$ cat config.mk
export PLATFORM = sky130hd
export DESIGN_NAME = dictionary_word_censor_core
export DESIGN_NICKNAME = d
export VERILOG_FILES = /design/src/rtl/dwc_pkg.sv /design/src/rtl/dictionary_word_censor_core.sv /design/src/rtl/dwc_slot.sv /design/src/rtl/dwc_entry.sv
export SDC_FILE = /design/constraint.sdc
export NUM_CORES = 2
export LEC_CHECK = 0
export BUFFER_PORTS_ARGS = -buffer_cell sky130_fd_sc_hd__buf_2
export CAP_MARGIN = 10
export CORE_MARGIN = 2
export CORE_UTILIZATION = 55
export CTS_CLUSTER_DIAMETER = 100
export CTS_CLUSTER_SIZE = 40
export DETAILED_ROUTE_END_ITERATION = 16
export PLACE_DENSITY_LB_ADDON = 0.08
export SLEW_MARGIN = 10
export SYNTH_ARGS = -nofsm -noshare
export SYNTH_HDL_FRONTEND = slang
export SYNTH_SLANG_ARGS = --single-unit
$ cat constraint.sdc
create_clock -name clock -period 5.7 [get_ports clock]
set_input_delay 1.14 -clock clock [delete_from_list [all_inputs] [get_ports clock]]
set_output_delay 1.14 -clock clock [all_outputs]
set_load 0.01 [all_outputs]
$ cat src/rtl/dwc_pkg.sv
package dwc_pkg;

   localparam int CHAR_W = 8;

   // Request codes
   localparam logic [1:0] REQ_LOAD = 2'd0;
   localparam logic [1:0] REQ_TEXT = 2'd1;
   localparam logic [1:0] REQ_EOL  = 2'd2;

   // Result codes
   localparam logic [1:0] KIND_LITERAL = 2'd0;
   localparam logic [1:0] KIND_MASKED  = 2'd1;
   localparam logic [1:0] KIND_EOL     = 2'd2;

   // Register file: byte address, 32-bit words
   localparam int CSR_ADDR_W = 3;
   localparam int CSR_IDX_W  = CSR_ADDR_W - 2;
   localparam logic [CSR_IDX_W-1:0] CSR_IDX_WORD_COUNT = '0;
   localparam int WORD_COUNT_W = 5;

   // Window slot control
   typedef struct packed {
      logic shift;
      logic load;
   } dwc_slot_ctl_type;

   // Dictionary entry control
   typedef struct packed {
      logic wr_en;
      logic eval;
      logic active;
   } dwc_entry_ctl_type;

endpackage

$ cat src/rtl/dictionary_word_censor_core.sv
// Dictionary word censor. Load beats write dictionary bytes (one entry per
// cell, cleared by reset, so no clearing pass); text beats fill a lookahead
// window built as a chain of byte cells. Each time the window fills, every
// active entry compares its word against the window in parallel, a min tree
// picks the shortest hit, and one result beat (masked word or literal) is
// produced; the window chain then moves one slot per cycle for each byte
// dropped. A text beat that completes the window goes through accept,
// compare, select, then one shift per byte dropped (1 for a literal, the
// word length for a mask). An end-of-line beat repeats compare, select and
// shifts for each position flushed, then sends the line-end token. Results
// leave through an output register, so a stalled result does not block load
// or plain text beats. word_count is at byte address 0 of the register port.
module dictionary_word_censor_core #(
   parameter int MAX_WORDS    = 16,
   parameter int MAX_WORD_LEN = 10
) (
   input  logic                              clock,
   input  logic                              reset,
   input  logic                              req_valid,
   output logic                              req_stall,
   input  logic [1:0]                        req_type,
   input  logic [3:0]                        req_word_index,
   input  logic [3:0]                        req_char_pos,
   input  logic [7:0]                        req_ch,
   output logic                              rsp_valid,
   input  logic                              rsp_stall,
   output logic [1:0]                        rsp_kind,
   output logic [7:0]                        rsp_out_char,
   output logic [3:0]                        rsp_match_length,
   output logic                              rsp_last,
   input  logic                              psel,
   input  logic                              penable,
   input  logic                              pwrite,
   input  logic [dwc_pkg::CSR_ADDR_W-1:0]    paddr,
   input  logic [31:0]                       pwdata,
   output logic [31:0]                       prdata,
   output logic                              pready
);
   import dwc_pkg::*;

   localparam int LEN_W  = $clog2(MAX_WORD_LEN + 1);
   localparam int LEAVES = 1 << $clog2(MAX_WORDS);

   localparam logic [2:0] ST_IDLE  = 3'd0;
   localparam logic [2:0] ST_MATCH = 3'd1;
   localparam logic [2:0] ST_EMIT  = 3'd2;
   localparam logic [2:0] ST_SHIFT = 3'd3;
   localparam logic [2:0] ST_EOL   = 3'd4;

   logic [2:0]              state_ff, state_in;
   logic [LEN_W-1:0]        fill_ff, fill_in;
   logic [LEN_W-1:0]        drop_ff, drop_in;
   logic                    flush_ff, flush_in;
   logic [WORD_COUNT_W-1:0] word_count_ff, word_count_in;

   logic        rsp_valid_ff, rsp_valid_in;
   logic [1:0]  rsp_kind_ff, rsp_kind_in;
   logic [7:0]  rsp_char_ff, rsp_char_in;
   logic [3:0]  rsp_len_ff, rsp_len_in;
   logic        rsp_last_ff, rsp_last_in;

   logic req_accept, load_acc, text_acc, eol_acc, out_free, csr_write;

   logic [CHAR_W-1:0]                   slot_char [MAX_WORD_LEN];
   logic [MAX_WORD_LEN-1:0][CHAR_W-1:0] win;
   dwc_slot_ctl_type                    slot_ctl  [MAX_WORD_LEN];
   dwc_entry_ctl_type                   entry_ctl [MAX_WORDS];
   logic [LEN_W-1:0]                    hit       [MAX_WORDS];
   logic [LEN_W-1:0]                    node      [2*LEAVES-1];
   logic [LEN_W-1:0]                    best;

   // Handshake decode
   assign req_stall  = (state_ff != ST_IDLE);
   assign req_accept = req_valid && !req_stall;
   assign load_acc   = req_accept && (req_type == REQ_LOAD);
   assign text_acc   = req_accept && (req_type == REQ_TEXT);
   assign eol_acc    = req_accept && (req_type == REQ_EOL);
   assign out_free   = !rsp_valid_ff || !rsp_stall;

   // Register port
   assign pready    = 1'b1;
   assign csr_write = psel && penable && pwrite && pready
                      && (paddr[CSR_ADDR_W-1:2] == CSR_IDX_WORD_COUNT);
   assign word_count_in = csr_write ? pwdata[WORD_COUNT_W-1:0] : word_count_ff;
   assign prdata = (paddr[CSR_ADDR_W-1:2] == CSR_IDX_WORD_COUNT)
                   ? 32'(word_count_ff) : '0;

   // Window chain
   for (genvar i = 0; i < MAX_WORD_LEN; i++) begin : g_slot
      logic [CHAR_W-1:0] next_c;
      if (i == MAX_WORD_LEN - 1) begin : g_tail
         assign next_c = '0;
      end else begin : g_body
         assign next_c = slot_char[i+1];
      end
      assign slot_ctl[i] = '{shift: (state_ff == ST_SHIFT),
                             load:  (text_acc && (fill_ff == LEN_W'(i)))};
      assign win[i] = slot_char[i];
      dwc_slot u_slot (
         .clock     (clock),
         .reset     (reset),
         .ctl       (slot_ctl[i]),
         .in_char   (req_ch),
         .next_char (next_c),
         .slot_char (slot_char[i])
      );
   end

   // Dictionary entries
   for (genvar j = 0; j < MAX_WORDS; j++) begin : g_entry
      assign entry_ctl[j] = '{wr_en:  (load_acc && (32'(req_word_index) == j)
                                       && (32'(req_char_pos) < MAX_WORD_LEN)),
                              eval:   (state_ff == ST_MATCH),
                              active: (32'(word_count_ff) > j)};
      dwc_entry #(.WORD_LEN(MAX_WORD_LEN)) u_entry (
         .clock   (clock),
         .reset   (reset),
         .ctl     (entry_ctl[j]),
         .wr_pos  (req_char_pos),
         .wr_char (req_ch),
         .win     (win),
         .fill    (fill_ff),
         .hit_len (hit[j])
      );
   end

   // Shortest non-zero hit: leaves then a binary tree
   for (genvar j = 0; j < LEAVES; j++) begin : g_leaf
      if (j < MAX_WORDS) begin : g_used
         assign node[LEAVES-1+j] = hit[j];
      end else begin : g_pad
         assign node[LEAVES-1+j] = '0;
      end
   end
   for (genvar k = 0; k < LEAVES - 1; k++) begin : g_node
      assign node[k] = (node[2*k+1] == '0) ? node[2*k+2] :
                       (node[2*k+2] == '0) ? node[2*k+1] :
                       (node[2*k+1] < node[2*k+2]) ? node[2*k+1] : node[2*k+2];
   end
   assign best = node[0];

   // Sequencer
   always_comb begin
      state_in     = state_ff;
      fill_in      = fill_ff;
      drop_in      = drop_ff;
      flush_in     = flush_ff;
      rsp_valid_in = rsp_valid_ff && rsp_stall;
      rsp_kind_in  = rsp_kind_ff;
      rsp_char_in  = rsp_char_ff;
      rsp_len_in   = rsp_len_ff;
      rsp_last_in  = rsp_last_ff;
      unique case (state_ff)
         ST_IDLE: begin
            if (text_acc) begin
               if (fill_ff < LEN_W'(MAX_WORD_LEN)) begin
                  fill_in = fill_ff + 1'b1;
               end
               if (fill_ff >= LEN_W'(MAX_WORD_LEN - 1)) begin
                  state_in = ST_MATCH;
                  flush_in = 1'b0;
               end
            end else if (eol_acc) begin
               flush_in = 1'b1;
               state_in = (fill_ff != '0) ? ST_MATCH : ST_EOL;
            end
         end
         ST_MATCH: begin
            state_in = ST_EMIT;
         end
         ST_EMIT: begin
            if (out_free) begin
               rsp_valid_in = 1'b1;
               rsp_last_in  = !flush_ff;
               if (best != '0) begin
                  rsp_kind_in = KIND_MASKED;
                  rsp_char_in = '0;
                  rsp_len_in  = 4'(best);
                  drop_in     = best;
               end else begin
                  rsp_kind_in = KIND_LITERAL;
                  rsp_char_in = slot_char[0];
                  rsp_len_in  = '0;
                  drop_in     = LEN_W'(1);
               end
               state_in = ST_SHIFT;
            end
         end
         ST_SHIFT: begin
            fill_in = fill_ff - 1'b1;
            drop_in = drop_ff - 1'b1;
            if (drop_ff == LEN_W'(1)) begin
               if (!flush_ff) begin
                  state_in = ST_IDLE;
               end else if (fill_ff == LEN_W'(1)) begin
                  state_in = ST_EOL;
               end else begin
                  state_in = ST_MATCH;
               end
            end
         end
         ST_EOL: begin
            if (out_free) begin
               rsp_valid_in = 1'b1;
               rsp_kind_in  = KIND_EOL;
               rsp_char_in  = '0;
               rsp_len_in   = '0;
               rsp_last_in  = 1'b1;
               state_in     = ST_IDLE;
            end
         end
         default: begin
            state_in = ST_IDLE;
         end
      endcase
   end

   // Control registers
   always_ff @(posedge clock) begin
      if (reset) begin
         state_ff      <= ST_IDLE;
         fill_ff       <= '0;
         drop_ff       <= '0;
         flush_ff      <= 1'b0;
         word_count_ff <= '0;
         rsp_valid_ff  <= 1'b0;
      end else begin
         state_ff      <= state_in;
         fill_ff       <= fill_in;
         drop_ff       <= drop_in;
         flush_ff      <= flush_in;
         word_count_ff <= word_count_in;
         rsp_valid_ff  <= rsp_valid_in;
      end
   end

   // Result payload
   always_ff @(posedge clock) begin
      rsp_kind_ff <= rsp_kind_in;
      rsp_char_ff <= rsp_char_in;
      rsp_len_ff  <= rsp_len_in;
      rsp_last_ff <= rsp_last_in;
   end

   assign rsp_valid        = rsp_valid_ff;
   assign rsp_kind         = rsp_kind_ff;
   assign rsp_out_char     = rsp_char_ff;
   assign rsp_match_length = rsp_len_ff;
   assign rsp_last         = rsp_last_ff;

endmodule

$ cat src/rtl/dwc_slot.sv
module dwc_slot (
   input  logic                        clock,
   input  logic                        reset,
   input  dwc_pkg::dwc_slot_ctl_type   ctl,
   input  logic [dwc_pkg::CHAR_W-1:0]  in_char,
   input  logic [dwc_pkg::CHAR_W-1:0]  next_char,
   output logic [dwc_pkg::CHAR_W-1:0]  slot_char
);
   import dwc_pkg::*;

   logic [CHAR_W-1:0] char_ff;
   logic [CHAR_W-1:0] char_in;

   // shift takes the right neighbour's byte, load takes a new text byte
   always_comb begin
      char_in = char_ff;
      if (ctl.shift) begin
         char_in = next_char;
      end else if (ctl.load) begin
         char_in = in_char;
      end
   end

   always_ff @(posedge clock) begin
      if (reset) begin
         char_ff <= '0;
      end else begin
         char_ff <= char_in;
      end
   end

   assign slot_char = char_ff;

endmodule

$ cat src/rtl/dwc_entry.sv
module dwc_entry #(
   parameter  int WORD_LEN = 10,
   localparam int LEN_W    = $clog2(WORD_LEN + 1)
) (
   input  logic                                     clock,
   input  logic                                     reset,
   input  dwc_pkg::dwc_entry_ctl_type               ctl,
   input  logic [3:0]                               wr_pos,
   input  logic [dwc_pkg::CHAR_W-1:0]               wr_char,
   input  logic [WORD_LEN-1:0][dwc_pkg::CHAR_W-1:0] win,
   input  logic [LEN_W-1:0]                         fill,
   output logic [LEN_W-1:0]                         hit_len
);
   import dwc_pkg::*;

   logic [CHAR_W-1:0] chars_ff [WORD_LEN];
   logic [LEN_W-1:0]  hit_ff;
   logic [LEN_W-1:0]  hit_in;
   logic [LEN_W-1:0]  len_c;
   logic              run_c;
   logic              same_c;

   // word length is the leading run of non-zero bytes; compare that prefix
   always_comb begin
      run_c  = 1'b1;
      len_c  = '0;
      same_c = 1'b1;
      for (int i = 0; i < WORD_LEN; i++) begin
         run_c = run_c & (chars_ff[i] != '0);
         if (run_c) begin
            len_c  = LEN_W'(i + 1);
            same_c = same_c & (chars_ff[i] == win[i]);
         end
      end
      hit_in = (ctl.active && same_c && (len_c != '0) && (len_c <= fill)) ? len_c : '0;
   end

   always_ff @(posedge clock) begin
      if (reset) begin
         for (int i = 0; i < WORD_LEN; i++) begin
            chars_ff[i] <= '0;
         end
         hit_ff <= '0;
      end else begin
         for (int i = 0; i < WORD_LEN; i++) begin
            if (ctl.wr_en && (32'(wr_pos) == i)) begin
               chars_ff[i] <= wr_char;
            end
         end
         if (ctl.eval) begin
            hit_ff <= hit_in;
         end
      end
   end

   assign hit_len = hit_ff;

endmodule

Word level (Yosys, flattened, before mapping)
Memories as Yosys holds them, arrays and structs flattened. Cells that the tools add are included. Widths: inputs -> output; s select.

Bits in registers: 177. Memory bits (writable): 1280. Output and inout bits: 50. Memories kept: 16.

Add/sub/neg operators: 3. Order comparisons: 50. Eq/ne operators: 208. Mux-type cells: 1078. Bitwise logic cells: 449. Reduce and logical (&&, ||, !) cells: 497.

Memory list: g_entry[0].u_entry.chars_ff (words 10, bits a word 8, read ports 10, clocked after Yosys merged registers in 0, wr ports 10, RTL line dwc_entry.sv:16) `logic [CHAR_W-1:0] chars_ff [WORD_LEN];`; g_entry[10].u_entry.chars_ff (words 10, bits a word 8, read ports 10, clocked after Yosys merged registers in 0, wr ports 10, RTL line dwc_entry.sv:16); g_entry[11].u_entry.chars_ff (words 10, bits a word 8, read ports 10, clocked after Yosys merged registers in 0, wr ports 10, RTL line dwc_entry.sv:16); g_entry[12].u_entry.chars_ff (words 10, bits a word 8, read ports 10, clocked after Yosys merged registers in 0, wr ports 10, RTL line dwc_entry.sv:16); g_entry[13].u_entry.chars_ff (words 10, bits a word 8, read ports 10, clocked after Yosys merged registers in 0, wr ports 10, RTL line dwc_entry.sv:16); g_entry[14].u_entry.chars_ff (words 10, bits a word 8, read ports 10, clocked after Yosys merged registers in 0, wr ports 10, RTL line dwc_entry.sv:16); +10 memories.

Operators with widths (count): $mux 8 (181); $eq 8x8->1 (160); $reduce_bool 8->1 (160); $mux 4 (212); $mux 1 (666); $and 1x1->1 (288); $logic_and 1x1->1 (258); $or 1x1->1 (160); $logic_not 4->1 (33); $reduce_bool 4->1 (18); $le 4x4->1 (16); $lt 4x4->1 (15); $eq 4x3->1 const B (12); $eq 4x4->1 const B (12); $gt 5x4->1 const B (8); $mux 3 (9); $reduce_bool 2->1 (13); $eq 4x2->1 const B (6); $pmux 4 s2 (3); $gt 5x3->1 const B (4); $eq 4x1->1 const B (4); $pmux 8 s2 (1); $pmux 3 s5 (1); $gt 5x1->1 const B (2); 27 further kinds (43).

Logic depth before layout (Yosys ltp)
An unclocked memory read counts as a cell.

Word-level depth: 25. Depth in mapped cells: 31.

By module
From an unflattened synthesis, not the netlist that was laid out.

Cell total of the unflattened synthesis: 7215. Area, all modules: 82288.9 um2.

Modules (own cells, without submodules): dwc_entry (instances 16, cells an instance 380, area each 4549.4 um2, sequential area each 2482.4 um2); dictionary_word_censor_core (instances 1, cells an instance 785, area each 5808.1 um2, sequential area each 810.8 um2); dwc_slot (instances 10, cells an instance 35, area each 369.1 um2, sequential area each 160.2 um2).

Least setup slack after synthesis
Ideal clock, no wire load.

Path kind: register to register. From: register g_entry[9].u_entry.hit_ff[3]. To: register rsp_kind_ff[0], in the netlist rsp_kind[0], data pin. Library setup time: 0.259 ns. Arrival time: 5.909 ns. Path slack: -0.468 ns. Stages on the path, launching flop included: 30. Buffers on the path: 0. Clock period less this slack: 6.168 ns. Cell sequence: dfxtp_1 inv_1 ha_1 o211ai_1 o21ai_0 mux2_2 nor2_1 ha_1 a21oi_1 o21bai_1 a211oi_1 o32ai_1 a21oi_1 nor2_1 a21oi_1 inv_1 ha_1 a21o_1 a21oi_1 inv_1 o31ai_1 o2bb2ai_1 mux2_2 ha_1 a21o_1 a21oi_1 o21a_1 and3_1 o2bb2ai_4 o31a_1.

Cells in the longest elaborated chain, start to end: 20. Elaborated cells on any way between the ends: 24. Classes of those cells: order compare (4); mux (15); reduce/logical (5).

Ends and longest elaborated chain: start, declared (RTL line dwc_entry.sv:17) `logic [LEN_W-1:0] hit_ff;`; start signal, assigned (RTL line dwc_entry.sv:51) `hit_ff <= hit_in;`; $lt 4x4->1 (RTL line dictionary_word_censor_core.sv:138) `(node[2*k+1] < node[2*k+2]) ? node[2*k+1] : node[2*k+2];`; $mux 4 (RTL line dictionary_word_censor_core.sv:138); $mux 4 (RTL line dictionary_word_censor_core.sv:137) `(node[2*k+2] == '0) ? node[2*k+1] :`; $mux 4 * (RTL line dictionary_word_censor_core.sv:136) `assign node[k] = (node[2*k+1] == '0) ? node[2*k+2] :`; $lt 4x4->1 (RTL line dictionary_word_censor_core.sv:138); $mux 4 (RTL line dictionary_word_censor_core.sv:138); $mux 4 (RTL line dictionary_word_censor_core.sv:137); $mux 4 * (RTL line dictionary_word_censor_core.sv:136); (+4 left out); $lt 4x4->1 (RTL line dictionary_word_censor_core.sv:138); $mux 4 (RTL line dictionary_word_censor_core.sv:138); $mux 4 (RTL line dictionary_word_censor_core.sv:137); $mux 4 * (RTL line dictionary_word_censor_core.sv:136); $reduce_bool 4->1 * (RTL line dictionary_word_censor_core.sv:175) `if (best != '0) begin`; $mux 1 * (RTL line dictionary_word_censor_core.sv:175); $mux 2 * (RTL line dictionary_word_censor_core.sv:172) `if (out_free) begin`; $pmux 2 s2 * (RTL line dictionary_word_censor_core.sv:153) `unique case (state_ff)`; end signal, assigned (RTL line dictionary_word_censor_core.sv:239) `rsp_kind_ff <= rsp_kind_in;`; end, declared (RTL line dictionary_word_censor_core.sv:57) `logic [1:0] rsp_kind_ff, rsp_kind_in;`.

Every way passes the cells marked *; elsewhere a longest branch is shown, timed or not. The select of a mux whose other input is x is not followed. A chain may end at the register's enable or synchronous reset.

Final worst setup path
From: register g_entry[7].u_entry.hit_ff[1]. To: register rsp_kind_ff[0], in the netlist rsp_kind[0], data pin.

Cells in the longest elaborated chain, start to end: 20. Elaborated cells on any way between the ends: 24. Classes of those cells: order compare (4); mux (15); reduce/logical (5).

Ends and longest elaborated chain (RTL line): start, declared (dwc_entry.sv:17); start signal, assigned (dwc_entry.sv:51); $lt 4x4->1 (dictionary_word_censor_core.sv:138); $mux 4 (dictionary_word_censor_core.sv:138); $mux 4 (dictionary_word_censor_core.sv:137); $mux 4 * (dictionary_word_censor_core.sv:136); $lt 4x4->1 (dictionary_word_censor_core.sv:138); $mux 4 (dictionary_word_censor_core.sv:138); $mux 4 (dictionary_word_censor_core.sv:137); $mux 4 * (dictionary_word_censor_core.sv:136); (+4 left out); $lt 4x4->1 (dictionary_word_censor_core.sv:138); $mux 4 (dictionary_word_censor_core.sv:138); $mux 4 (dictionary_word_censor_core.sv:137); $mux 4 * (dictionary_word_censor_core.sv:136); $reduce_bool 4->1 * (dictionary_word_censor_core.sv:175); $mux 1 * (dictionary_word_censor_core.sv:175); $mux 2 * (dictionary_word_censor_core.sv:172); $pmux 2 s2 * (dictionary_word_censor_core.sv:153).

Marks and branches as above.

==> results by group <==
Status
  • Status: complete, but fails checks
  • Failing checks: setup timing

Synth
  • Leading area contributor after synthesis: edfxtp_1
  • Most frequent cell after synthesis: nor2_1
  • Cell Area, Synth: 0.0776 mm^2
  • Ys async rst share: 0%
  • Syn_area_per_cell: between 10 and 15 um^2
  • EDFF count, synth: between 1000 and 1500
  • Sequential fraction of the synthesis area: a little over half
  • Top cells by count, synth: nor2_1 (1573), edfxtp_1 (1295), xor2_1 (658)
  • Syn Inst Count: roughly 7400
  • Share of the synthesized area in the top cell type: about half
  • Yosys warns: 0
  • Yosys reg bits: 1457
  • Distinct cells, synth: 87
  • Synth Flop Type: edfxtp_1
  • Synth area leaders: edfxtp_1 (50%), nor2_1 (7.6%), xor2_1 (7.4%), xnor2_1 (7.1%), dfxtp_1 (4.2%)

Clock tree
  • CTS tree: yes
  • Clock latency at the later pin of the worst-skew pair: roughly 0.76 ns
  • CTS HTree Levels: 2
  • Hold_buf cts: 0
  • Clock-pin transition on the worst setup and hold timing paths: 0.14 ns
  • CTS root buf: clkbuf_16
  • Clk buf depth: 3
  • CTS buffer count: 48
  • # clock sinks: 1457

Routing
  • Vias: between 60000 and 70000
  • Vias per cell: about 6.5
  • # DRC: 0
  • DRT Pass-1 Iters: 6
  • Post-route ant nets: 0
  • Routed WL: 289000 um
  • Initial DRC Count: between 7000 and 8000
  • Wire per inst: 30.7 um

Worst setup path
  • Worst EP arrival: ~6.3 ns
  • Slowest cell on crit path: dfxtp_2
  • Delay-heaviest family, CP: compound AO/OA/AOI/OAI gates
  • Req. time, crit path: 6.18 ns
  • FF-to-FF Start: g_entry[7].u_entry.hit_len[1]$_SDFFE_PP0N_
  • Crit Path Max Fanout: 5
  • Max incr delay on CP: around 0.34 ns
  • End of the critical path: rsp_kind[0]$_SDFFCE_PP0P_
  • Crit. End Element: register
  • Critical setup path kind: register to register
  • Worst reg2reg path depth: 31
  • Critical Path Stages: 31
  • Setup crit start kind: register
  • Reg2reg setup slack: -0.10 ns
  • CP Buf/Inv Count: 4
  • R2r endpoint: rsp_kind[0]$_SDFFCE_PP0P_
  • Crit path launch: g_entry[7].u_entry.hit_len[1]$_SDFFE_PP0N_

Placed design
  • Routability cong.: 1.05
  • Half-perimeter wire length after placement: about 200000 um
  • PortBufs: between 50 and 60
  • Pre-CTS setup slack: -0.318 ns

STA
  • Final setup vio count: 11
  • Final WS setup: -0.100 ns
  • Slew HR: 4.16%
  • Least-Margin Pin Slew: 1.42 ns
  • Fmax: 0.172 GHz
  • Final period utilization: 102%
  • Slew Viols, Final: 0
  • Unrepaired setup endpoints after global routing: true
  • Layout Skew: between 0.06 and 0.07 ns
  • Period minus WS final: about 5.8 ns
  • Fin. Hold Viols: 0

Global route
  • Congestion Overflow GR: 0
  • Global-route wire length before repair: approximately 400000 um
  • Largest net degree at the start of global routing: 64
  • GR Util All Layers: between 30% and 40%
  • Vias in the first global route: roughly 56000
  • Initial antenna violation count: 36

Power and ir drop
  • Lkg Pwr: 31.2 nW
  • Peak supply drop: 334 uV
  • Power density cells: about 240 mW/mm^2
  • Total Power: slightly above 20 mW

Min path
  • Min-Delay Path Class: register to register
  • Hold path start: g_slot[7].u_slot.slot_char[4]$_SDFFE_PP0P_

Floorplan
  • Die width: between 300 and 400 um
  • Die Height: around 380 um
  • Core footprint: 0.140 mm^2
  • Io pins: between 100 and 150
  • Rows: between 100 and 150
  • DIE AREA: 0.144 mm^2
  • Initial Util: between 50 and 60%

Cells and area
  • Final core occ: 60.5%
  • Area delta synth->final: 9.10%
  • Nets: between 7000 and 8000
  • Layout cell share with drive strength beyond 1: about 11%

Job
  • Max-cap violations: 0
## final cells by class
cell class / count / area [um^2]
tap: 1876 / 2350
clock buffer: 65 / 1370
clock inverter: 25 / 373
multi-input combinational: 5350 / 34100
antenna: 22 / 55.1
fill: 11600 / 55200
timing repair buffer: 535 / 3910
sequential: 1457 / 42200
inverter: 90 / 338
## sequential cells by signal, indices dropped and copies added (netlist names)
name / flops
g_entry.u_entry.chars_ff: 1280
g_slot.u_slot.slot_char: 80
g_entry.u_entry.hit_len: 64
rsp_out_char: 8
word_count_ff: 5
drop_ff: 4
fill_ff: 4
rsp_match_length: 4
state_ff: 3
rsp_kind: 2
flush_ff: 1
rsp_last: 1
rsp_valid: 1
## worst min-delay path by stage
stage,slack (ns),cells past startpoint,endpoint
after CTS,0.50,2,g_slot[7].u_slot.slot_char[4]$_SDFFE_PP0P_
final,0.51,2,g_slot[7].u_slot.slot_char[4]$_SDFFE_PP0P_
after floorplan,0.47,2,g_entry[9].u_entry.hit_len[1]$_SDFFE_PP0N_
after global routing,0.52,2,g_slot[7].u_slot.slot_char[3]$_SDFFE_PP0P_
after detailed placement,0.48,2,g_slot[7].u_slot.slot_char[4]$_SDFFE_PP0P_
after global placement,0.48,2,g_slot[7].u_slot.slot_char[4]$_SDFFE_PP0P_
## power breakdown
group / switching [mW] / leakage (nW) / total [mW] / internal [mW]
Combinational: 1.72 / 15.7 / 2.58 / 0.858
Sequential: 0.324 / 14.7 / 12.3 / 12.0
Clock: 3.46 / 0.830 / 5.38 / 1.92
Total: 5.51 / 31.2 / 20.3 / 14.7
## worst min-delay path: stages (launching register included)
cell      delay, ns
dfxtp_1        0.34
nand2_1        0.05
a311oi_1       0.08
## cell families after synthesis
family                     share of synthesized area [%]
other                                            0.00968
buffers and inverters                               3.19
muxes                                              0.621
AOI/OAI and AO/OA                                   7.30
DFF                                                 54.3
xor gates and xnor gates                            14.5
adders and majority gates                           2.11
and+or+nand+nor                                     18.0
## layer usage
layer	routed length [um]	part of all wire, %	vias up	track usage [%]
li1	-	-	26300	-
met1	104000	36	29800	50.1
met2	123000	42	3959	57.2
met3	39400	14	888	11.6
met4	22800	7.9	22	25.5
met5	150	0.052	-	0
## metrics by stage
stage | area [um^2] | cells | TNS [ns] | hold WS [ns]
finish | 84700 | 9420 | -0.787 | 0.512
detailed placement | 81900 | 9272 | -3.24 | 0.479
global route | 84600 | 9406 | -4.16 | 0.519
CTS | 84000 | 9380 | -0.0189 | 0.504
floorplan | 77800 | 7436 | 0 | 0.468
global placement | 81900 | 9271 | -2.03 | 0.481
## cells in the final DEF, fill, tap and decap left out, drive strengths merged, types with 20 or more instances in the layout
cell	instances
a21oi	140
nor2	1573
clkbuf	66
or4	53
a311oi	66
ha	131
nor3	51
a31oi	31
a22oi	65
a21o	131
inv	100
o211ai	21
nand4	168
o31ai	20
edfxtp	1295
o21ai	132
o21bai	52
xnor2	627
nand2	434
a211oi	27
diode	22
and2	24
nor4	468
nand2b	33
xor2	658
buf	534
nor2b	27
mux2i	41
nand3	129
dfxtp	162
conb	28
## repair_timing
action,in CTS,in global routing
setup endpoints to repair,18,29
gates cloned,2,1
gates resized for setup,41,106
pin swaps,36,59
buffers inserted,16,19
(Power assumes the default switching activity.)
